$ cat config.mk
export PLATFORM = sky130hd
export DESIGN_NAME = crc8_link_frame_codec_core
export DESIGN_NICKNAME = d
export VERILOG_FILES = /design/src/hdl/clfc_pkg.sv /design/src/hdl/clfc_ram.sv /design/src/hdl/clfc_cmd_queue.sv /design/src/hdl/clfc_front.sv /design/src/hdl/clfc_back.sv /design/src/hdl/crc8_link_frame_codec_core.sv
export SDC_FILE = /design/constraint.sdc
export NUM_CORES = 1
export LEC_CHECK = 0
export BUFFER_PORTS_ARGS = -buffer_cell sky130_fd_sc_hd__buf_2
export CORE_MARGIN = 4
export CORE_UTILIZATION = 40
export CTS_CLUSTER_DIAMETER = 80
export DETAILED_ROUTE_END_ITERATION = 8
export PLACE_DENSITY = 0.55
export SLEW_MARGIN = 40
export SYNTH_ARGS = -nofsm -noshare
export SYNTH_HDL_FRONTEND = slang
export SYNTH_SLANG_ARGS = --single-unit
$ cat constraint.sdc
create_clock -name clk -period 8.51 [get_ports clk]
set_clock_uncertainty 0.15 [all_clocks]
set_input_delay 0 -clock clk [delete_from_list [all_inputs] [get_ports clk]]
set_output_delay 0 -clock clk [all_outputs]
set_load 0.005 [all_outputs]
$ cat src/hdl/clfc_pkg.sv
// ----------------------------------------------------------------------------
// clfc_pkg
// Shared types, codes and the CRC-8 byte step for the link frame codec.
// ----------------------------------------------------------------------------
package clfc_pkg;

  localparam logic [7:0] CRC_INIT  = 8'h42;
  localparam logic [7:0] CRC_POLY  = 8'h07;
  localparam logic [7:0] SYNC_BYTE = 8'hA5;

  localparam int CMDQ_DEPTH = 4;
  localparam int CMDQ_PTR_W = 2;

  typedef enum logic [1:0] {
    REQ_RX_BYTE  = 2'd0,
    REQ_TX_START = 2'd1,
    REQ_TX_BYTE  = 2'd2
  } req_t;

  typedef enum logic [1:0] {
    KIND_TX_BYTE = 2'd0,
    KIND_RX_BYTE = 2'd1,
    KIND_VERDICT = 2'd2,
    KIND_REFUSED = 2'd3
  } result_kind_t;

  typedef enum logic [1:0] {
    ST_OK     = 2'd0,
    ST_SYNC   = 2'd1,
    ST_LENGTH = 2'd2,
    ST_CRC    = 2'd3
  } status_t;

  typedef enum logic [1:0] {
    CMD_HEADER  = 2'd0,
    CMD_PAYLOAD = 2'd1,
    CMD_REFUSE  = 2'd2,
    CMD_VERDICT = 2'd3
  } cmd_kind_t;

  typedef enum logic {
    BK_CMD     = 1'b0,
    BK_RELEASE = 1'b1
  } back_state_t;

  typedef struct packed {
    logic [31:0] tx_total;
    logic [31:0] rx_total;
    logic [31:0] error_total;
    logic [7:0]  recent_opcode;
  } stats_t;

  // One classified transaction handed from the front end to the back end.
  typedef struct packed {
    cmd_kind_t kind;
    logic [7:0] data;
    logic [7:0] crc;
    logic       with_crc;
    status_t    status;
    logic [7:0] opcode;
    logic [7:0] length;
    stats_t     stats;
  } cmd_t;

  // MSB-first CRC-8 update over one byte, no final xor.
  function automatic logic [7:0] crc_fold(input logic [7:0] crc, input logic [7:0] b);
    logic [7:0] c;
    c = crc ^ b;
    for (int i = 0; i < 8; i++) begin
      c = c[7] ? ((c << 1) ^ CRC_POLY) : (c << 1);
    end
    return c;
  endfunction

endpackage

$ cat src/hdl/clfc_ram.sv
// ----------------------------------------------------------------------------
// clfc_ram
// Simple dual-port RAM, one write port and one registered read port.
// ----------------------------------------------------------------------------
module clfc_ram #(
  parameter int WIDTH = 8,
  parameter int DEPTH = 32,
  localparam int ADDR_W = (DEPTH > 1) ? $clog2(DEPTH) : 1
) (
  input  logic              clk,
  input  logic              wr_en,
  input  logic [ADDR_W-1:0] wr_addr,
  input  logic [WIDTH-1:0]  wr_data,
  input  logic              rd_en,
  input  logic [ADDR_W-1:0] rd_addr,
  output logic [WIDTH-1:0]  rd_data
);

  logic [WIDTH-1:0] mem [DEPTH];

  always_ff @(posedge clk) begin
    if (wr_en) begin
      mem[wr_addr] <= wr_data;
    end
    if (rd_en) begin
      rd_data <= mem[rd_addr];
    end
  end

endmodule

$ cat src/hdl/clfc_cmd_queue.sv
// ----------------------------------------------------------------------------
// clfc_cmd_queue
// Short command queue between the front end and the back end.
// ----------------------------------------------------------------------------
module clfc_cmd_queue
  import clfc_pkg::*;
(
  input  logic clk,
  input  logic rst,
  input  logic wr,
  input  cmd_t wr_cmd,
  output logic full,
  input  logic rd,
  output cmd_t rd_cmd,
  output logic empty
);

  cmd_t mem [CMDQ_DEPTH];
  logic [CMDQ_PTR_W-1:0] wr_ptr;
  logic [CMDQ_PTR_W-1:0] rd_ptr;
  logic [CMDQ_PTR_W:0]   count;
  logic                  do_wr;
  logic                  do_rd;

  assign full   = (count == (CMDQ_PTR_W + 1)'(CMDQ_DEPTH));
  assign empty  = (count == '0);
  assign do_wr  = wr && !full;
  assign do_rd  = rd && !empty;
  assign rd_cmd = mem[rd_ptr];

  always_ff @(posedge clk) begin
    if (do_wr) begin
      mem[wr_ptr] <= wr_cmd;
    end
  end

  always_ff @(posedge clk) begin
    if (rst) begin
      wr_ptr <= '0;
      rd_ptr <= '0;
      count  <= '0;
    end else begin
      if (do_wr) begin
        wr_ptr <= wr_ptr + 1'b1;
      end
      if (do_rd) begin
        rd_ptr <= rd_ptr + 1'b1;
      end
      if (do_wr && !do_rd) begin
        count <= count + 1'b1;
      end else if (do_rd && !do_wr) begin
        count <= count - 1'b1;
      end
    end
  end

endmodule

$ cat src/hdl/clfc_front.sv
// ----------------------------------------------------------------------------
// clfc_front
// Accepts input transactions, runs the receive and transmit framing state
// and the counters, buffers received payload and queues back-end commands.
// ----------------------------------------------------------------------------
module clfc_front
  import clfc_pkg::*;
#(
  parameter int MAX_PAYLOAD = 32,
  localparam int ADDR_W = (MAX_PAYLOAD > 1) ? $clog2(MAX_PAYLOAD) : 1
) (
  input  logic              clk,
  input  logic              rst,
  input  logic              push,
  output logic              full,
  input  logic [1:0]        req_type,
  input  logic [7:0]        data_byte,
  input  logic              frame_end,
  input  logic [7:0]        tx_opcode,
  input  logic [7:0]        tx_length,
  input  logic [7:0]        tx_space,
  output logic              cmd_wr,
  output cmd_t              cmd,
  input  logic              cmd_full,
  input  logic              rel_done,
  output logic              ram_wr_en,
  output logic [ADDR_W-1:0] ram_wr_addr,
  output logic [7:0]        ram_wr_data
);

  localparam logic [7:0] MAX_LEN = 8'(MAX_PAYLOAD);

  logic [7:0]  rx_position, rx_position_next;
  logic [7:0]  rx_crc, rx_crc_next;
  logic [7:0]  rx_prev, rx_prev_next;
  logic        rx_sync_good, rx_sync_good_next;
  logic [7:0]  rx_opcode, rx_opcode_next;
  logic [7:0]  rx_length, rx_length_next;
  logic        tx_open, tx_open_next;
  logic [7:0]  tx_left, tx_left_next;
  logic [7:0]  tx_crc, tx_crc_next;
  logic [31:0] tx_frames, tx_frames_next;
  logic [31:0] rx_frames, rx_frames_next;
  logic [31:0] err_count, err_count_next;
  logic [7:0]  recent_op, recent_op_next;
  logic        release_busy, release_busy_next;

  logic        accept;
  logic [7:0]  rx_crc_fold;
  logic [7:0]  rx_slot;
  logic [8:0]  rx_len_total;
  logic [8:0]  rx_len_need;
  logic [8:0]  tx_need;
  logic [7:0]  tx_hdr_crc;
  logic [7:0]  tx_byte_crc;

  // A buffered payload must be fully released before its store can be reused.
  assign full   = cmd_full || release_busy;
  assign accept = push && !full;

  assign rx_crc_fold  = crc_fold(rx_crc, rx_prev);
  assign rx_slot      = rx_position - 8'd3;
  assign rx_len_total = {1'b0, rx_position} + 9'd1;
  assign rx_len_need  = {1'b0, rx_length_next} + 9'd4;
  assign tx_need      = {1'b0, tx_length} + 9'd4;
  assign tx_hdr_crc   = crc_fold(crc_fold(CRC_INIT, tx_opcode), tx_length);
  assign tx_byte_crc  = crc_fold(tx_crc, data_byte);

  assign ram_wr_addr = ADDR_W'(rx_slot);
  assign ram_wr_data = data_byte;

  always_comb begin
    rx_position_next  = rx_position;
    rx_crc_next       = rx_crc;
    rx_prev_next      = rx_prev;
    rx_sync_good_next = rx_sync_good;
    rx_opcode_next    = rx_opcode;
    rx_length_next    = rx_length;
    tx_open_next      = tx_open;
    tx_left_next      = tx_left;
    tx_crc_next       = tx_crc;
    tx_frames_next    = tx_frames;
    rx_frames_next    = rx_frames;
    err_count_next    = err_count;
    recent_op_next    = recent_op;
    release_busy_next = release_busy && !rel_done;
    ram_wr_en         = 1'b0;
    cmd_wr            = 1'b0;
    cmd               = '0;

    if (accept) begin
      case (req_t'(req_type))
        REQ_RX_BYTE: begin
          if (rx_position == 8'd0) begin
            rx_sync_good_next = (data_byte == SYNC_BYTE);
            rx_crc_next       = CRC_INIT;
            rx_opcode_next    = 8'd0;
            rx_length_next    = 8'd0;
          end else if (rx_position == 8'd1) begin
            rx_opcode_next = data_byte;
          end else if (rx_position == 8'd2) begin
            rx_length_next = data_byte;
          end else if (rx_slot < MAX_LEN) begin
            ram_wr_en = 1'b1;
          end
          // The CRC lags one byte so that the trailing CRC byte is left out.
          if (rx_position >= 8'd2) begin
            rx_crc_next = rx_crc_fold;
          end
          rx_prev_next = data_byte;

          if (!frame_end) begin
            if (rx_position != 8'hFF) begin
              rx_position_next = rx_position + 8'd1;
            end
          end else begin
            cmd_wr      = 1'b1;
            cmd.kind    = CMD_VERDICT;
            cmd.opcode  = rx_opcode_next;
            cmd.length  = rx_length_next;
            if (!rx_sync_good_next || rx_len_total < 9'd4) begin
              cmd.status = ST_SYNC;
            end else if (rx_length_next > MAX_LEN || rx_len_need != rx_len_total) begin
              cmd.status     = ST_LENGTH;
              err_count_next = err_count + 32'd1;
            end else if (rx_crc_next != data_byte) begin
              cmd.status     = ST_CRC;
              err_count_next = err_count + 32'd1;
            end else begin
              cmd.status     = ST_OK;
              rx_frames_next = rx_frames + 32'd1;
              recent_op_next = rx_opcode_next;
              if (rx_length_next != 8'd0) begin
                release_busy_next = 1'b1;
              end
            end
            rx_position_next = 8'd0;
            rx_crc_next      = CRC_INIT;
          end
        end

        REQ_TX_START: begin
          tx_open_next = 1'b0;
          cmd_wr       = 1'b1;
          if (tx_need > {1'b0, tx_space} || tx_length > MAX_LEN) begin
            cmd.kind = CMD_REFUSE;
          end else begin
            tx_frames_next = tx_frames + 32'd1;
            recent_op_next = tx_opcode;
            tx_crc_next    = tx_hdr_crc;
            cmd.kind       = CMD_HEADER;
            cmd.opcode     = tx_opcode;
            cmd.length     = tx_length;
            cmd.crc        = tx_hdr_crc;
            cmd.with_crc   = (tx_length == 8'd0);
            if (tx_length != 8'd0) begin
              tx_open_next = 1'b1;
              tx_left_next = tx_length;
            end
          end
        end

        REQ_TX_BYTE: begin
          if (tx_open) begin
            tx_crc_next  = tx_byte_crc;
            tx_left_next = tx_left - 8'd1;
            cmd_wr       = 1'b1;
            cmd.kind     = CMD_PAYLOAD;
            cmd.data     = data_byte;
            cmd.crc      = tx_byte_crc;
            cmd.with_crc = (tx_left_next == 8'd0);
            if (tx_left_next == 8'd0) begin
              tx_open_next = 1'b0;
            end
          end
        end

        default: begin
        end
      endcase
    end

    cmd.stats.tx_total      = tx_frames_next;
    cmd.stats.rx_total      = rx_frames_next;
    cmd.stats.error_total   = err_count_next;
    cmd.stats.recent_opcode = recent_op_next;
  end

  always_ff @(posedge clk) begin
    if (rst) begin
      rx_position  <= 8'd0;
      rx_crc       <= CRC_INIT;
      rx_prev      <= 8'd0;
      rx_sync_good <= 1'b0;
      rx_opcode    <= 8'd0;
      rx_length    <= 8'd0;
      tx_open      <= 1'b0;
      tx_left      <= 8'd0;
      tx_crc       <= CRC_INIT;
      tx_frames    <= 32'd0;
      rx_frames    <= 32'd0;
      err_count    <= 32'd0;
      recent_op    <= 8'd0;
      release_busy <= 1'b0;
    end else begin
      rx_position  <= rx_position_next;
      rx_crc       <= rx_crc_next;
      rx_prev      <= rx_prev_next;
      rx_sync_good <= rx_sync_good_next;
      rx_opcode    <= rx_opcode_next;
      rx_length    <= rx_length_next;
      tx_open      <= tx_open_next;
      tx_left      <= tx_left_next;
      tx_crc       <= tx_crc_next;
      tx_frames    <= tx_frames_next;
      rx_frames    <= rx_frames_next;
      err_count    <= err_count_next;
      recent_op    <= recent_op_next;
      release_busy <= release_busy_next;
    end
  end

endmodule

$ cat src/hdl/clfc_back.sv
// ----------------------------------------------------------------------------
// clfc_back
// Expands queued commands into result transactions: header, payload and CRC
// bytes, refusals, verdicts and the release of a buffered payload.
// ----------------------------------------------------------------------------
module clfc_back
  import clfc_pkg::*;
#(
  parameter int MAX_PAYLOAD = 32,
  localparam int ADDR_W = (MAX_PAYLOAD > 1) ? $clog2(MAX_PAYLOAD) : 1
) (
  input  logic              clk,
  input  logic              rst,
  input  logic              cmd_empty,
  input  cmd_t              cmd,
  output logic              cmd_pop,
  output logic              rel_done,
  output logic              ram_rd_en,
  output logic [ADDR_W-1:0] ram_rd_addr,
  input  logic [7:0]        ram_rd_data,
  output logic              empty,
  input  logic              pop,
  output logic [1:0]        result_kind,
  output logic [7:0]        out_byte,
  output logic              is_last,
  output logic [1:0]        status_code,
  output logic [7:0]        frame_opcode,
  output logic [7:0]        frame_length,
  output logic [31:0]       tx_total,
  output logic [31:0]       rx_total,
  output logic [31:0]       error_total,
  output logic [7:0]        recent_opcode
);

  back_state_t       state, state_next;
  logic [1:0]        step, step_next;
  logic [ADDR_W-1:0] rel_idx, rel_idx_next;
  logic              out_valid;
  logic              slot_free;
  logic              load;
  logic              done;
  result_kind_t      r_kind;
  logic [7:0]        r_byte;
  logic              r_last;
  status_t           r_status;
  logic [7:0]        r_opcode;
  logic [7:0]        r_length;

  assign empty     = !out_valid;
  assign slot_free = !out_valid || pop;

  always_ff @(posedge clk) begin
    if (rst) begin
      state   <= BK_CMD;
      step    <= 2'd0;
      rel_idx <= '0;
    end else begin
      state   <= state_next;
      step    <= step_next;
      rel_idx <= rel_idx_next;
    end
  end

  always_comb begin
    state_next   = state;
    step_next    = step;
    rel_idx_next = rel_idx;
    load         = 1'b0;
    done         = 1'b0;
    rel_done     = 1'b0;
    ram_rd_en    = 1'b0;
    ram_rd_addr  = rel_idx;
    r_kind       = KIND_TX_BYTE;
    r_byte       = 8'd0;
    r_last       = 1'b0;
    r_status     = ST_OK;
    r_opcode     = 8'd0;
    r_length     = 8'd0;

    case (state)
      BK_CMD: begin
        if (!cmd_empty && slot_free) begin
          load = 1'b1;
          case (cmd.kind)
            CMD_HEADER: begin
              case (step)
                2'd0: begin
                  r_byte    = SYNC_BYTE;
                  step_next = 2'd1;
                end
                2'd1: begin
                  r_byte    = cmd.opcode;
                  step_next = 2'd2;
                end
                2'd2: begin
                  r_byte = cmd.length;
                  if (cmd.with_crc) begin
                    step_next = 2'd3;
                  end else begin
                    r_last = 1'b1;
                    done   = 1'b1;
                  end
                end
                default: begin
                  r_byte = cmd.crc;
                  r_last = 1'b1;
                  done   = 1'b1;
                end
              endcase
            end
            CMD_PAYLOAD: begin
              if (step == 2'd0) begin
                r_byte = cmd.data;
                if (cmd.with_crc) begin
                  step_next = 2'd1;
                end else begin
                  r_last = 1'b1;
                  done   = 1'b1;
                end
              end else begin
                r_byte = cmd.crc;
                r_last = 1'b1;
                done   = 1'b1;
              end
            end
            CMD_REFUSE: begin
              r_kind = KIND_REFUSED;
              r_last = 1'b1;
              done   = 1'b1;
            end
            CMD_VERDICT: begin
              r_kind   = KIND_VERDICT;
              r_status = cmd.status;
              r_opcode = cmd.opcode;
              r_length = cmd.length;
              if (cmd.status == ST_OK && cmd.length != 8'd0) begin
                // Fetch the first payload byte while the verdict goes out.
                ram_rd_en    = 1'b1;
                ram_rd_addr  = '0;
                rel_idx_next = '0;
                state_next   = BK_RELEASE;
              end else begin
                r_last = 1'b1;
                done   = 1'b1;
              end
            end
            default: begin
              load = 1'b0;
              done = 1'b1;
            end
          endcase
        end
      end

      BK_RELEASE: begin
        if (slot_free) begin
          load   = 1'b1;
          r_kind = KIND_RX_BYTE;
          r_byte = ram_rd_data;
          if (8'(rel_idx) == cmd.length - 8'd1) begin
            r_last     = 1'b1;
            done       = 1'b1;
            rel_done   = 1'b1;
            state_next = BK_CMD;
          end else begin
            rel_idx_next = rel_idx + 1'b1;
            ram_rd_en    = 1'b1;
            ram_rd_addr  = rel_idx + 1'b1;
          end
        end
      end

      default: begin
        state_next = BK_CMD;
      end
    endcase

    if (done) begin
      step_next = 2'd0;
    end
  end

  assign cmd_pop = done;

  always_ff @(posedge clk) begin
    if (rst) begin
      out_valid <= 1'b0;
    end else if (load) begin
      out_valid <= 1'b1;
    end else if (pop) begin
      out_valid <= 1'b0;
    end
  end

  always_ff @(posedge clk) begin
    if (load) begin
      result_kind   <= r_kind;
      out_byte      <= r_byte;
      is_last       <= r_last;
      status_code   <= r_status;
      frame_opcode  <= r_opcode;
      frame_length  <= r_length;
      tx_total      <= cmd.stats.tx_total;
      rx_total      <= cmd.stats.rx_total;
      error_total   <= cmd.stats.error_total;
      recent_opcode <= cmd.stats.recent_opcode;
    end
  end

endmodule

$ cat src/hdl/crc8_link_frame_codec_core.sv
// ----------------------------------------------------------------------------
// crc8_link_frame_codec_core
// Link frame codec: sync 0xA5, opcode, length, payload, CRC-8 (poly 0x07,
// init 0x42). Frames transmit data and checks and deframes received bytes.
//
//   Channel   Handshake        Payload
//   --------  ---------------  ------------------------------------------
//   input     push / full      req_type, data_byte, frame_end, tx_opcode,
//                              tx_length, tx_space
//   results   pop / empty      result_kind, out_byte, is_last, status_code,
//                              frame_opcode, frame_length, tx_total,
//                              rx_total, error_total, recent_opcode
//
// The front end takes one input transaction per cycle while its four-entry
// command queue has room and no payload release is pending. The back end
// issues one result per cycle while its output slot is free: an accepted
// transmit start gives three or four, a refusal one, a verdict with release
// gives 1 + length. After an accepted frame with payload, input is held off
// until the payload store has been read out through the RAM read port.
// Reset is synchronous; the payload store needs no clearing.
// ----------------------------------------------------------------------------
module crc8_link_frame_codec_core
  import clfc_pkg::*;
#(
  parameter int MAX_PAYLOAD = 32
) (
  input  logic        clk,
  input  logic        rst,
  input  logic        push,
  output logic        full,
  input  logic [1:0]  req_type,
  input  logic [7:0]  data_byte,
  input  logic        frame_end,
  input  logic [7:0]  tx_opcode,
  input  logic [7:0]  tx_length,
  input  logic [7:0]  tx_space,
  output logic        empty,
  input  logic        pop,
  output logic [1:0]  result_kind,
  output logic [7:0]  out_byte,
  output logic        is_last,
  output logic [1:0]  status_code,
  output logic [7:0]  frame_opcode,
  output logic [7:0]  frame_length,
  output logic [31:0] tx_total,
  output logic [31:0] rx_total,
  output logic [31:0] error_total,
  output logic [7:0]  recent_opcode
);

  localparam int ADDR_W = (MAX_PAYLOAD > 1) ? $clog2(MAX_PAYLOAD) : 1;

  logic              q_wr;
  cmd_t              q_wr_cmd;
  logic              q_full;
  logic              q_pop;
  cmd_t              q_head;
  logic              q_empty;
  logic              rel_done;
  logic              ram_wr_en;
  logic [ADDR_W-1:0] ram_wr_addr;
  logic [7:0]        ram_wr_data;
  logic              ram_rd_en;
  logic [ADDR_W-1:0] ram_rd_addr;
  logic [7:0]        ram_rd_data;

  clfc_front #(
    .MAX_PAYLOAD(MAX_PAYLOAD)
  ) u_front (
    .clk        (clk),
    .rst        (rst),
    .push       (push),
    .full       (full),
    .req_type   (req_type),
    .data_byte  (data_byte),
    .frame_end  (frame_end),
    .tx_opcode  (tx_opcode),
    .tx_length  (tx_length),
    .tx_space   (tx_space),
    .cmd_wr     (q_wr),
    .cmd        (q_wr_cmd),
    .cmd_full   (q_full),
    .rel_done   (rel_done),
    .ram_wr_en  (ram_wr_en),
    .ram_wr_addr(ram_wr_addr),
    .ram_wr_data(ram_wr_data)
  );

  clfc_cmd_queue u_queue (
    .clk   (clk),
    .rst   (rst),
    .wr    (q_wr),
    .wr_cmd(q_wr_cmd),
    .full  (q_full),
    .rd    (q_pop),
    .rd_cmd(q_head),
    .empty (q_empty)
  );

  clfc_ram #(
    .WIDTH(8),
    .DEPTH(MAX_PAYLOAD)
  ) u_store (
    .clk    (clk),
    .wr_en  (ram_wr_en),
    .wr_addr(ram_wr_addr),
    .wr_data(ram_wr_data),
    .rd_en  (ram_rd_en),
    .rd_addr(ram_rd_addr),
    .rd_data(ram_rd_data)
  );

  clfc_back #(
    .MAX_PAYLOAD(MAX_PAYLOAD)
  ) u_back (
    .clk          (clk),
    .rst          (rst),
    .cmd_empty    (q_empty),
    .cmd          (q_head),
    .cmd_pop      (q_pop),
    .rel_done     (rel_done),
    .ram_rd_en    (ram_rd_en),
    .ram_rd_addr  (ram_rd_addr),
    .ram_rd_data  (ram_rd_data),
    .empty        (empty),
    .pop          (pop),
    .result_kind  (result_kind),
    .out_byte     (out_byte),
    .is_last      (is_last),
    .status_code  (status_code),
    .frame_opcode (frame_opcode),
    .frame_length (frame_length),
    .tx_total     (tx_total),
    .rx_total     (rx_total),
    .error_total  (error_total),
    .recent_opcode(recent_opcode)
  );

endmodule

## Word-level counts from Yosys, hierarchy flattened

Memory sizes are Yosys's and may differ from the RTL's. A register that Yosys moved wholly into a read port is not among the register bits.
Cells that the tools add are included.

- Output and inout port bits: 135
- Flip-flop bits (word level): 312
- Memories: 2
- Logic and storage cells: 330
- Bits in writable memories: 820
- Bits of input ports: 39

- Mux-type cells: 169
- Eq/ne operators: 22
- Reduce and logical (&&, ||, !) cells: 46
- $lt $le $gt $ge: 6
- Bitwise gates (word level): 39
- Add/subtract/negate cells: 15

Memories:

| name | depth | bits a word | rd ports | clocked after Yosys merged registers in | write ports | RTL line | RTL |
|---|---|---|---|---|---|---|---|
| u_queue.mem | 4 | 141 | 1 | 1 | 1 | clfc_cmd_queue.sv:18 | `cmd_t mem [CMDQ_DEPTH];` |
| u_store.mem | 32 | 8 | 1 | 1 | 1 | clfc_ram.sv:19 | `logic [WIDTH-1:0] mem [DEPTH];` |

Operators by type and width:

| operator | count |
|---|---|
| two-way mux 32 bit | 15 |
| two-way mux 8 bit | 31 |
| two-way mux 3 bit | 34 |
| adder 32 x 1 -> 32 bit (second input constant) | 3 |
| inverter 3 bit | 32 |
| one-hot mux 8 bit (2 select lines) | 5 |
| two-way mux 1 bit | 45 |
| two-way mux 37 bit | 1 |
| two-way mux 18 bit | 2 |
| one-hot mux 16 bit (2 select lines) | 1 |
| two-way mux 5 bit | 5 |
| zero test 8 bit | 3 |
| two-way mux 2 bit | 12 |
| one-hot mux 8 bit (3 select lines) | 1 |
| nonzero test 8 bit | 3 |
| bitwise XOR 8 bit | 3 |
| adder 8 x 3 -> 9 bit (second input constant) | 2 |
| one-hot mux 9 bit (2 select lines) | 1 |
| greater-than comparator 8 x 6 -> 1 bit (second input constant) | 2 |
| two-way mux 16 bit | 1 |
| subtractor 8 x 1 -> 8 bit (second input constant) | 2 |
| one-hot mux 1 bit (2 select lines) | 6 |
| one-hot mux 2 bit (2 select lines) | 3 |
| one-hot mux 2 bit (3 select lines) | 2 |
| other kinds (44) | 82 |

## Depth between registers and ports, before layout

Gate-level depths: netlist (run 1).

- Depth in word-level cells: 37
- Mapped depth: 19
- Mapped depth without buffers: 17

## Cells and area by module

From an unflattened synthesis (run 1), not the netlist that was laid out.

- Cell total of the unflattened synthesis: 3,080
- Area total of the unflattened synthesis: 48,506.5 um^2

By module, submodules not included:

| module | seq. area each (um^2) | times used | cells an instance | area each (um^2) |
|---|---|---|---|---|
| clfc_cmd_queue | 17,116.4 | 1 | 785 | 20,786.2 |
| clfc_front | 3,263.1 | 1 | 1,535 | 12,027.8 |
| clfc_ram | 7,927.6 | 1 | 417 | 10,133.5 |
| clfc_back | 4,174.0 | 1 | 343 | 5,559.1 |

## Least setup slack after synthesis (run 1)

OpenSTA, ideal clock, no wires.

- Path kind: flip-flop to flip-flop
- Start point: register u_queue.count[0]
- End point: register u_back.error_total[0], enable pin
- Path buffers: 0
- Clock period less this slack: 6.803 ns
- Cell stages (with the launch flop): 3
- Arrival: 6.026 ns
- Setup time: 0.627 ns
- Slack: 1.707 ns
- Data required time: 7.733 ns
- Cells stage by stage: dfxtp_1 nor4_1 nor2_1

- Cells in the longest elaborated chain, start to end: 5

Ends and longest elaborated chain:

| element | RTL line | RTL |
|---|---|---|
| start, declared | clfc_cmd_queue.sv:21 | `logic [CMDQ_PTR_W:0] count;` |
| start signal, assigned | clfc_cmd_queue.sv:50 | `count <= count + 1'b1;` |
| start signal, assigned | clfc_cmd_queue.sv:52 | `count <= count - 1'b1;` |
| zero test 3 bit | clfc_cmd_queue.sv:26 | `assign empty = (count == '0);` |
| zero test 1 bit | clfc_back.sv:82 | `if (!cmd_empty && slot_free) begin` |
| logical AND 1 bit | clfc_back.sv:82 |  |
| two-way mux 1 bit | clfc_back.sv:82 |  |
| one-hot mux 1 bit (2 select lines) | clfc_back.sv:80 | `case (state)` |
| net u_back.load | clfc_back.sv:40 | `logic load;` |
| end signal, assigned | clfc_back.sv:205 | `error_total <= cmd.stats.error_total;` |
| end, declared | clfc_back.sv:31 | `output logic [31:0] error_total,` |

The timed path passes the listed nets, and every way through them passes these cells.
A chain may end at the register's enable or synchronous reset.

==> key figures, run 1 <==
Place
  – GPL Wtd Cong: 0.8474
  – Post-DP Area: 0.05011 mm²
  – Port-buffer cells: 173
  – DP HPWL: 71.79 mm

Clock network
  – Clock slew at reported path FFs: 0.06 ns
  – Post-CTS resize count: 0
  – Root Driver: clkbuf_16
  – Worst-skew pair later-pin latency: 0.71 ns
  – CTS sink count: 1142
  – Longest Clk Path Bufs: 3
  – CTS H-tree depth: 3
  – CTS tree: yes
  – TritonCTS buffer count: 119

Synth
  – Top-area cell type share of the netlist area: 60.69%
  – Synthesized area: 0.04755 mm²
  – Post-synth EDFFs: 961
  – Top cells by area, synth: edfxtp_1 (61%), dfxtp_1 (7.6%), mux4_2 (6.7%)
  – Synth warn: 0
  – Syn Nets: 3240
  – Most numerous cell in the Yosys netlist: edfxtp_1
  – Post-synth cell types: 104
  – Seq/Total Area, Yosys: 68.31%
  – Mean cell area of the mapped netlist: 15.03 µm²
  – Ys flop type: edfxtp_1
  – Synth area leader: edfxtp_1
  – Post-synthesis register bit count: 1142
  – Share of synthesized registers carrying an async set or reset: 0%
  – Post-Syn Instances: 3164
  – Synth top cells by count: edfxtp_1 (961), nor2_1 (213), nand2_1 (212)

Finish
  – ANT cells: 0
  – Post-layout util: 46.00%
  – Cell area after layout: 0.05432 mm²
  – Area of the multi-input gates: 0.01422 mm²
  – Fillers: 10240
  – Layout cells sized above 1: 18.60%
  – Fin nets: 3448
  – Layout area overhead: 14.25%
  – Storage element area: 0.03249 mm²

Run status
  – Status: finished clean

Global routing
  – First-pass GRT wire length: 172.1 mm
  – Largest net degree at the start of global routing: 110
  – Global route overflow: 0
  – Vias in the first global route: 27100
  – Gr usage total: 17.92%
  – Initial antenna violation count: 0

STA
  – Final min period: 5.851 ns
  – Setup violations, final: 0
  – Fin Setup TNS: 0 ns
  – Fmax: 0.1709 GHz
  – RSZ-0062 raised after global routing: false
  – Final Hold Viols: 0
  – Max-slew violation count: 0
  – Tcrit/Tclk final: 68.76%
  – Slew @ Worst Pin: 0.8116 ns
  – Max-slew headroom: 45.89%

Floorplan
  – Die width: 352.8 µm
  – Initial Util: 40.27%
  – Die height: 352.8 µm
  – I/O pin count: 174
  – # rows: 126
  – Core region area: 0.1181 mm²
  – Die Area: 0.1244 mm²

Drt
  – Vias: 27060
  – Vias/cell: 5.401
  – Met2 WL: 54.15 mm
  – # DRC: 0
  – Routed met1 length: 50.50 mm
  – Routed Antenna Nets: 0
  – WL met3: 5.783 mm
  – Initial DRC count: 2173
  – TritonRoute pass-1 iters: 6
  – Drt wl/cell: 22.66 µm
  – Top Metal Used: met4
  – DRT Wirelength: 113.5 mm

Critical path
  – Arr. time, crit path: 6.15 ns
  – Kind of critical path: reg -> reg
  – CP Launch Type: register
  – Crit. End Element: register
  – Critical-path maximum fanout: 53
  – CP required: 8.81 ns

Min path
  – Hold crit path type: in -> reg

Pwr
  – Int Pwr: 10.21 mW
  – Max VDD drop: 188.6 µV
  – Leak: 17.62 nW
  – Sw Ratio: 24.89%
  – Clock power frac: 37.2%
  – Sequential share of power: 49.8%
  – Switching pwr: 3.382 mW
  – Comb pwr share: 12.9%
  – Power per cell area: 250.2 mW/mm²

Run
  – Number of max-cap violations: 0
==> flip-flops by register name, summed over array words and instances, names as in the netlist, 32 cells and up, named ones only <==
| signal | count |
|---|---|
| u_queue.mem | 564 |
| u_store.mem | 256 |
| u_back.error_total | 32 |
| u_back.rx_total | 32 |
| u_back.tx_total | 32 |
| u_front.err_count | 32 |
| u_front.rx_frames | 32 |
| u_front.tx_frames | 32 |
==> metrics by stage <==
| step | worst slack, ns | power, mW | std cells | hold WS (ns) |
|---|---|---|---|---|
| 2_1_floorplan | 1.707 | 7.900 | 3164 | -0.05113 |
| 3_3_place_gp | 2.311 | 8.655 | 4748 | 0.1417 |
| 3_5_place_dp | 2.661 | 8.690 | 4751 | 0.1436 |
| 4_1_cts | 2.655 | 13.79 | 5007 | 0.02200 |
| 5_1_grt | 2.323 | 14.16 | 5009 | 0.07004 |
| 6_report | 2.659 | 13.59 | 5009 | 0.06304 |
==> cells in the final DEF, fill, tap and decap left out, types with 13 or more instances in the layout <==
cell / instances
a211oi_1: 17
a21oi_1: 90
a222oi_1: 14
a22o_1: 35
a22oi_1: 53
a31oi_1: 20
a32oi_1: 14
and2_1: 66
and3_1: 70
buf_2: 172
buf_4: 44
clkbuf_1: 34
clkbuf_16: 121
clkinv_1: 23
clkinv_2: 19
dfxtp_1: 179
dlygate4sd3_1: 34
edfxtp_1: 961
ha_1: 36
inv_1: 44
mux2i_1: 68
mux4_2: 141
nand2_1: 212
nand3_1: 110
nand4_1: 37
nor2_1: 192
nor2_2: 21
nor2b_1: 64
nor3_1: 47
nor4_1: 13
o21ai_0: 57
xnor2_1: 133
xor2_1: 66
==> worst max-delay path: stages, from the launching register on <==
cell and delay [ns]:
dfxtp_4 0.60, mux4_2 0.65, inv_1 0.12, ha_1 0.34
and3b_1 0.21, a21oi_1 0.04, a221o_1 0.30, a311oi_1 0.38
o2111a_2 0.35, o21ai_2 0.27, nand2_4 0.67, buf_4 0.50
mux2_2 0.38, o2111a_1 0.25, a22oi_1 0.22, nand3_1 0.11
==> layer usage <==
metal | global-route usage, % | vias up
met2 | 29.19 | 707
met4 | 5.430 | 0
met5 | 0 | -
li1 | - | 12520
met1 | 24.88 | 13640
met3 | 2.866 | 187
==> power by group through the flow <==
stage / Sequential [mW] / Clock [mW] / Combinational (mW)
after global routing: 6.81 / 5.43 / 1.92
after floorplan: 6.95 / 0 / 0.946
final: 6.77 / 5.06 / 1.76
after detailed placement: 6.90 / 0 / 1.79
after global placement: 6.92 / 0 / 1.73
after CTS: 6.79 / 5.19 / 1.81
==> final timing paths <==
path                   startpoint                    end  slack (ns)  depth (start not counted)
max                      register     u_store.rd_data[2]        2.66                         15
min                           rst  u_front.rx_frames[31]        0.06                          3
max reg2reg              register     u_store.rd_data[2]        2.66                         15
min reg2reg  u_front.rx_opcode[0]   u_front.rx_opcode[0]        0.30                          2
==> final cells by class <==
cell class | instances | area share, %
multi-input combinational | 1801 | 26.17
inverter | 46 | 0.3179
clock buffer | 163 | 6.012
tap | 1536 | 3.538
timing repair buffer | 262 | 3.107
clock inverter | 59 | 1.046
sequential | 1142 | 59.81
==> cell families (layout without fill, tap and decap cells) <==
kind of cell               Yosys count  after routing  synth area share, %
and+or+nand+nor                    938            938                10.29
muxes                              222            222                8.426
xor gates and xnor gates           207            207                3.979
DFF                               1142           1142                68.31
AOI/OAI and AO/OA                  397            397                5.924
adders and majority gates           37             37               0.9894
buffers and inverters              221            530                2.079
==> what timing repair did <==
item / 4_1_cts / 5_1_grt
setup buffers: 0 / 0
hold buffers: 34 / 0
endpoints found under the hold margin: 478 / 0
Note: power is estimated with default switching activity, not from simulation.
==> run 2: changes to the inputs <==
--- a/config.mk
+++ b/config.mk
@@ -10,7 +10,7 @@
 export CORE_UTILIZATION = 40
 export CTS_CLUSTER_DIAMETER = 80
 export DETAILED_ROUTE_END_ITERATION = 8
-export PLACE_DENSITY = 0.55
+export PLACE_DENSITY = 0.57
 export SLEW_MARGIN = 40
 export SYNTH_ARGS = -nofsm -noshare
 export SYNTH_HDL_FRONTEND = slang
==> constraint.sdc (replaced) <==
create_clock -name clk -period 4.86 [get_ports clk]
set_clock_uncertainty 0.15 [all_clocks]
set_input_delay 0 -clock clk [delete_from_list [all_inputs] [get_ports clk]]
set_output_delay 0 -clock clk [all_outputs]
set_load 0.005 [all_outputs]
==> run 2 against run 1 <==
  * Sequential cell count stayed put
  * First-iteration DRC count is 1.4% lower
  * Non-clock buffer count is 83 higher
  * Clock power up 74%
  * Global-route usage is 0.18 points higher
  * Largest cell class unchanged
  * Largest power group unchanged
==> key figures, run 2 (synthesis gave the netlist of run 1 again) <==
Floorplan
  – # rows: 126 (unchanged)
  – Die Area: 0.1244 mm² (unchanged)
  – Die width: 352.8 µm (unchanged)
  – I/O pin count: 174 (unchanged)
  – Core region area: 0.1181 mm² (unchanged)
  – Die height: 352.8 µm (unchanged)
  – Initial Util: 40.27% (unchanged)

Critical path
  – Kind of critical path: reg -> reg (unchanged)
  – Top delay family on crit path: simple AND/OR/NAND/NOR gates (was compound AO/OA/AOI/OAI gates)
  – Reg2Reg Depth: 18 (was 15)
  – CP required: 5.33 ns (was 8.81 ns)
  – CP Launch Type: register (unchanged)
  – CP max-delay cell: or3_1 (was nand2_4)
  – Worst r2r src: u_front.rx_position[1]
  – Worst path bufs/invs: 3 (was 2)
  – Worst r2r dst: u_front.rx_frames[9] (was u_store.rd_data[2])
  – Largest stage delay, worst path: 0.39 ns (was 0.67 ns)
  – Arr. time, crit path: 5.14 ns (was 6.15 ns)
  – Most common cell on crit path: or3_1
  – Critical-path maximum fanout: 16 (was 53)
  – Crit path cell chain: inv_1 > ha_1 > nor2b_2 > nor2_1 > or3_1 > a22o_1 > ha_2 > and3_1 > a311oi_2 > nand4_1 > or3_1 > o211a_4 > nor4b_4 > buf_4 > clkbuf_16 > nand3_1 > xnor2_1 > and2_1 (was mux4_2 > inv_1 > ha_1 > and3b_1 > a21oi_1 > a221o_1 > a311oi_1 > o2111a_2 > o21ai_2 > nand2_4 > buf_4 > mux2_2 > o2111a_1 > a22oi_1 > nand3_1)
  – Register-to-register setup slack: 0.19 ns (was 2.66 ns)
  – Crit. End Element: register (unchanged)

STA
  – Fmax: 0.2142 GHz (was 0.1709 GHz)
  – Final min period: 4.669 ns (was 5.851 ns)
  – Tcrit/Tclk final: 96.08% (was 68.76%)
  – Slew @ Worst Pin: 0.8434 ns (was 0.8116 ns)
  – Final Hold Viols: 0 (unchanged)
  – Setup violations, final: 0 (unchanged)
  – Max-slew headroom: 43.53% (was 45.89%)
  – Max-slew violation count: 0 (unchanged)

Drt
  – Initial DRC count: 2143 (was 2173)
  – Drt wl/cell: 22.69 µm (was 22.66 µm)
  – Vias/cell: 5.386 (was 5.401)
  – DRT Wirelength: 115.5 mm (was 113.5 mm)
  – # DRC: 0 (unchanged)
  – Vias: 27410 (was 27060)
  – TritonRoute pass-1 iters: 5 (was 6)
  – Routed Antenna Nets: 0 (unchanged)

Place
  – Port-buffer cells: 173 (unchanged)
  – DP HPWL: 75.49 mm (was 71.79 mm)
  – GPL Wtd Cong: 0.8391 (was 0.8474)
  – Post-DP Area: 0.05084 mm² (was 0.05011 mm²)

Pwr
  – Switching pwr: 5.944 mW (was 3.382 mW)
  – Int Pwr: 17.85 mW (was 10.21 mW)
  – Leak: 18.12 nW (was 17.62 nW)
  – Power per cell area: 431.5 mW/mm² (was 250.2 mW/mm²)
  – Sw Ratio: 24.98% (was 24.89%)
  – Clock power frac: 37.1% (was 37.2%)
  – Sequential share of power: 49.7% (was 49.8%)
  – Pwr Total: 23.79 mW (was 13.59 mW)
  – Comb pwr share: 13.2% (was 12.9%)
  – Max VDD drop: 305.3 µV (was 188.6 µV)

Run
  – Number of max-cap violations: 0 (unchanged)

Min path
  – Hold crit path type: in -> reg (unchanged)
  – Hold path cells: 2 (was 3)
  – End of the worst hold path: u_store.mem[13][4] (was u_front.rx_frames[31])
  – Origin of the worst min-delay path: data_byte[4] (was rst)

Global routing
  – Global route overflow: 0 (unchanged)
  – First-pass GRT wire length: 173.9 mm (was 172.1 mm)
  – Vias in the first global route: 27250 (was 27100)
  – Gr usage total: 18.10% (was 17.92%)
  – Largest net degree at the start of global routing: 65 (was 110)
  – Initial antenna violation count: 1 (was 0)

Finish
  – Most frequent cells in the layout: edfxtp_1 (961), nand2_1 (212), nor2_1 (209) (was edfxtp_1 (961), nand2_1 (212), nor2_1 (192))
  – Number of flip-flops in the largest register: 564 (unchanged)
  – Cell area after layout: 0.05514 mm² (was 0.05432 mm²)
  – Layout cells sized above 1: 20.57% (was 18.60%)
  – Fin nets: 3528 (was 3448)
  – Top reg by flops: u_queue.mem (unchanged)
  – Most common cell after layout, fill and taps aside: edfxtp_1 (unchanged)
  – Layout area overhead: 15.97% (was 14.25%)
  – Post-layout util: 46.70% (was 46.00%)
  – ANT cells: 0 (unchanged)
  – Fillers: 10280 (was 10240)
  – Largest registers: u_queue.mem: 564 flops, u_store.mem: 256 flops (unchanged)

Clock network
  – CTS H-tree depth: 3 (unchanged)
  – Longest Clk Path Bufs: 3 (unchanged)
  – CTS sink count: 1142 (unchanged)
  – Worst-skew pair later-pin latency: 0.70 ns (was 0.71 ns)
  – CTS tree: yes (unchanged)
  – TritonCTS buffer count: 116 (was 119)
  – Clock slew at reported path FFs: 0.07 ns (was 0.06 ns)
  – Root Driver: clkbuf_16 (unchanged)

Run status
  – Status: finished clean (unchanged)
==> run 2: power groups by stage <==
| stage | clock, mW | combinational [mW] | sequential, mW |
|---|---|---|---|
| 6_report | 8.82 | 3.15 | 11.8 |
| 5_1_grt | 9.44 | 3.43 | 11.9 |
| 4_1_cts | 9.02 | 3.23 | 11.9 |
| 3_5_place_dp | 0 | 3.19 | 12.1 |
| 3_3_place_gp | 0 | 3.18 | 12.1 |
| 2_1_floorplan | 0 | 1.66 | 12.1 |
==> run 2: layout make-up <==
cell class	count	area [µm²]	area share (%)
timing repair buffer	345	2527	4.584
sequential	1142	32490	58.93
tap	1536	1922	3.485
clock buffer	157	3249	5.893
clock inverter	63	551.8	1.001
multi-input combinational	1801	14220	25.80
inverter	46	172.7	0.3131
==> run 2: worst max path at each step <==
stage	from	to	slack, ns	cells after the start
floorplan	u_queue.count[0]	u_back.error_total[0]	0.31	2
global placement	req_type[0]	u_front.err_count[1]	0.23	18
detailed placement	u_front.rx_position[1]	u_front.rx_frames[23]	0.14	17
CTS	u_front.rx_position[1]	u_front.rx_frames[23]	0.09	17
global route	u_front.rx_position[1]	u_front.rx_frames[20]	-0.03	18
finish	u_front.rx_position[1]	u_front.rx_frames[9]	0.19	18
==> run 2: per-layer routing <==
| metal | up-vias | GRT usage (%) | wire length [µm] | share of wire (%) |
|---|---|---|---|---|
| met5 | - | 0 | 0 | 0 |
| met4 | 0 | 4.894 | 2771 | 2.4 |
| met3 | 164 | 3.037 | 6484 | 5.6 |
| met2 | 773 | 30.10 | 56410 | 49 |
| met1 | 13790 | 24.73 | 49820 | 43 |
| li1 | 12690 | - | - | - |
==> run 2: per-stage QoR <==
step,setup slack [ns],instances,hold slack (ns),setup TNS (ns)
floorplan,0.3052,3164,-0.05113,0
global placement,0.2318,4829,0.2050,0
detailed placement,0.1422,4831,0.2323,0
CTS,0.09084,5088,0.1231,0
global route,-0.02783,5090,0.1283,-0.02783
finish,0.1906,5090,0.1600,0
==> run 2: timing repair <==
action                                  in CTS  in global routing
hold buffers                                37                  0
endpoints found under the hold margin      422                  0
setup buffers                                0                  1
resized for setup                            0                 17
endpoints found under the setup margin       0                319
==> run 3: changes to the inputs <==
--- a/config.mk
+++ b/config.mk
@@ -7,10 +7,10 @@
 export LEC_CHECK = 0
 export BUFFER_PORTS_ARGS = -buffer_cell sky130_fd_sc_hd__buf_2
 export CORE_MARGIN = 4
-export CORE_UTILIZATION = 40
+export CORE_UTILIZATION = 50
 export CTS_CLUSTER_DIAMETER = 80
 export DETAILED_ROUTE_END_ITERATION = 8
-export PLACE_DENSITY = 0.57
+export PLACE_DENSITY = 0.68
 export SLEW_MARGIN = 40
 export SYNTH_ARGS = -nofsm -noshare
 export SYNTH_HDL_FRONTEND = slang
==> run 3 against run 2 <==
  * Combinational power about the same
  * Sequential share of layout area up 0.54 points
  * Critical path depth unchanged
  * Critical path type unchanged
  * Largest power group unchanged
==> key figures, run 3 (synthesis gave the netlist of run 1 again) <==
Clock network
  – TritonCTS buffer count: 112 (was 116)
  – Worst-skew pair later-pin latency: 0.71 ns (was 0.70 ns)
  – Root Driver: clkbuf_16 (unchanged)
  – CTS tree: yes (unchanged)
  – CTS sink count: 1142 (unchanged)
  – CTS H-tree depth: 3 (unchanged)
  – Longest Clk Path Bufs: 3 (unchanged)
  – Clock slew at reported path FFs: 0.06 ns (was 0.07 ns)

Global routing
  – First-pass GRT wire length: 175.9 mm (was 173.9 mm)
  – Initial antenna violation count: 2 (was 1)
  – Gr usage total: 23.12% (was 18.10%)
  – Largest net degree at the start of global routing: 104 (was 65)
  – Vias in the first global route: 28400 (was 27250)
  – Global route overflow: 0 (unchanged)

Place
  – Port-buffer cells: 173 (unchanged)
  – GPL Wtd Cong: 0.9009 (was 0.8391)
  – DP HPWL: 75.40 mm (was 75.49 mm)
  – Post-place setup slack: 0.1276 ns (was 0.1422 ns)

Finish
  – Layout area overhead: 14.92% (was 15.97%)
  – Largest registers: u_queue.mem: 564 flops, u_store.mem: 256 flops (unchanged)
  – Fin nets: 3490 (was 3528)
  – Most common cell after layout, fill and taps aside: edfxtp_1 (unchanged)
  – Post-layout util: 58.20% (was 46.70%)
  – ANT cells: 0 (unchanged)
  – Top reg by flops: u_queue.mem (unchanged)
  – Number of flip-flops in the largest register: 564 (unchanged)
  – Layout cells sized above 1: 20.22% (was 20.57%)
  – Most frequent cells in the layout: edfxtp_1 (961), nand2_1 (212), nor2_1 (205) (was edfxtp_1 (961), nand2_1 (212), nor2_1 (209))

Floorplan
  – Initial Util: 50.64% (was 40.27%)
  – I/O pin count: 174 (unchanged)
  – # rows: 112 (was 126)
  – Die height: 316.4 µm (was 352.8 µm)
  – Die Area: 0.1001 mm² (was 0.1244 mm²)
  – Die width: 316.4 µm (was 352.8 µm)
  – Core region area: 0.09389 mm² (was 0.1181 mm²)

Drt
  – Routed met1 length: 48.69 mm (was 49.82 mm)
  – Initial DRC count: 3320 (was 2143)
  – Met2 WL: 56.30 mm (was 56.41 mm)
  – Drt wl/cell: 24.48 µm (was 22.69 µm)
  – # DRC: 0 (unchanged)
  – Vias: 28450 (was 27410)
  – WL met3: 8.671 mm (was 6.484 mm)
  – Vias/cell: 5.971 (was 5.386)
  – DRT Wirelength: 116.7 mm (was 115.5 mm)
  – TritonRoute pass-1 iters: 9 (was 5)
  – Routed Antenna Nets: 0 (unchanged)
  – Top Metal Used: met4 (unchanged)

STA
  – Setup violations, final: 0 (unchanged)
  – Tcrit/Tclk final: 96.01% (was 96.08%)
  – Max-slew headroom: 42.05% (was 43.53%)
  – Final Hold Viols: 0 (unchanged)
  – Max-slew violation count: 0 (unchanged)
  – Final min period: 4.666 ns (was 4.669 ns)
  – Fmax: 0.2143 GHz (was 0.2142 GHz)
  – Slew @ Worst Pin: 0.8627 ns (was 0.8434 ns)
  – Hold slack final: 0.1098 ns (was 0.1600 ns)
  – Final WS setup: 0.1940 ns (was 0.1906 ns)

Pwr
  – Leak: 18.03 nW (was 18.12 nW)
  – Max VDD drop: 520.8 µV (was 305.3 µV)
  – Pwr Total: 23.74 mW (was 23.79 mW)
  – Power per cell area: 434.4 mW/mm² (was 431.5 mW/mm²)

Critical path
  – CP required: 5.32 ns (was 5.33 ns)
  – Crit path cell chain: inv_1 > ha_1 > or3b_4 > nor3_4 > a22o_1 > ha_1 > buf_4 > nor3_1 > a311oi_2 > nand4_1 > or3_1 > o211a_4 > nor4b_4 > buf_4 > clkbuf_16 > nand4_2 > xnor2_2 > nor2b_1 (was inv_1 > ha_1 > nor2b_2 > nor2_1 > or3_1 > a22o_1 > ha_2 > and3_1 > a311oi_2 > nand4_1 > or3_1 > o211a_4 > nor4b_4 > buf_4 > clkbuf_16 > nand3_1 > xnor2_1 > and2_1)
  – Arr. time, crit path: 5.12 ns (was 5.14 ns)
  – CP Launch Type: register (unchanged)
  – Largest stage delay, worst path: 0.47 ns (was 0.39 ns)
  – Kind of critical path: reg -> reg (unchanged)
  – Crit. End Element: register (unchanged)
  – Critical-path maximum fanout: 16 (unchanged)
  – Register-to-register setup slack: 0.19 ns (about the same)
  – CP max-delay cell: or3b_4 (was or3_1)

Min path
  – Hold crit path type: in -> reg (unchanged)

Run status
  – Status: finished clean (unchanged)

Run
  – Number of max-cap violations: 0 (unchanged)
-- run 3: stage by stage --
stage | std cells | TNS, ns | area (µm²)
2_1_floorplan | 3164 | 0 | 47550
4_1_cts | 4758 | 0 | 54350
5_1_grt | 4765 | -0.01701 | 54640
3_5_place_dp | 4510 | 0 | 50250
3_3_place_gp | 4507 | 0 | 50190
6_report | 4765 | 0 | 54640
-- run 3: what timing repair did --
action                                  in CTS  in global routing
endpoints found under the hold margin      487                  0
endpoints found under the setup margin       0                352
hold buffers                                37                  0
resized for setup                            0                 27
buffers inserted                             0                  3
-- run 3: final timing paths --
| kind | start | endpoint | depth (start not counted) |
|---|---|---|---|
| max | u_front.rx_position[0] | u_front.rx_frames[20] | 18 |
| min reg2reg | u_front.rx_opcode[5] | u_front.rx_opcode[5] | 2 |
| max reg2reg | u_front.rx_position[0] | u_front.rx_frames[20] | 18 |
| min | pop | u_back.out_valid | 4 |
-- run 3: area by class of cell --
class / count / area (µm²)
clock inverters: 70 / 729.5
clock buffers: 141 / 3002
inverters: 46 / 173.9
flip-flops and latches: 1142 / 32490
multi-input cells: 1801 / 14270
fillers: 7200 / 39250
repair buffers: 311 / 2404
well taps: 1254 / 1569
-- run 3: worst max-delay path: cells and delay by family, from the launching register on --
| family | cells | cell delay, ns |
|---|---|---|
| AO/OA/AOI/OAI | 3 | 0.67 |
| XOR/XNOR | 1 | 0.28 |
| adder cells (fa/ha/maj) | 2 | 0.42 |
| buffers and inverters | 4 | 0.67 |
| flip-flops | 1 | 0.40 |
| AND/OR/NAND/NOR | 8 | 1.97 |
-- run 3: report_power, final --
part	switching [mW]	leakage (nW)	internal, mW
clock network	3.70	1.84	4.99
logic	1.88	6.30	1.25
registers	0.366	9.89	11.6
total	5.95	18.0	17.8
-- run 3: layer usage --
| layer | global-route usage [%] | vias up |
|---|---|---|
| li1 | - | 12590 |
| met1 | 32.02 | 14460 |
| met2 | 38.12 | 1193 |
| met3 | 4.202 | 202 |
| met4 | 6.219 | 0 |
| met5 | 0 | - |
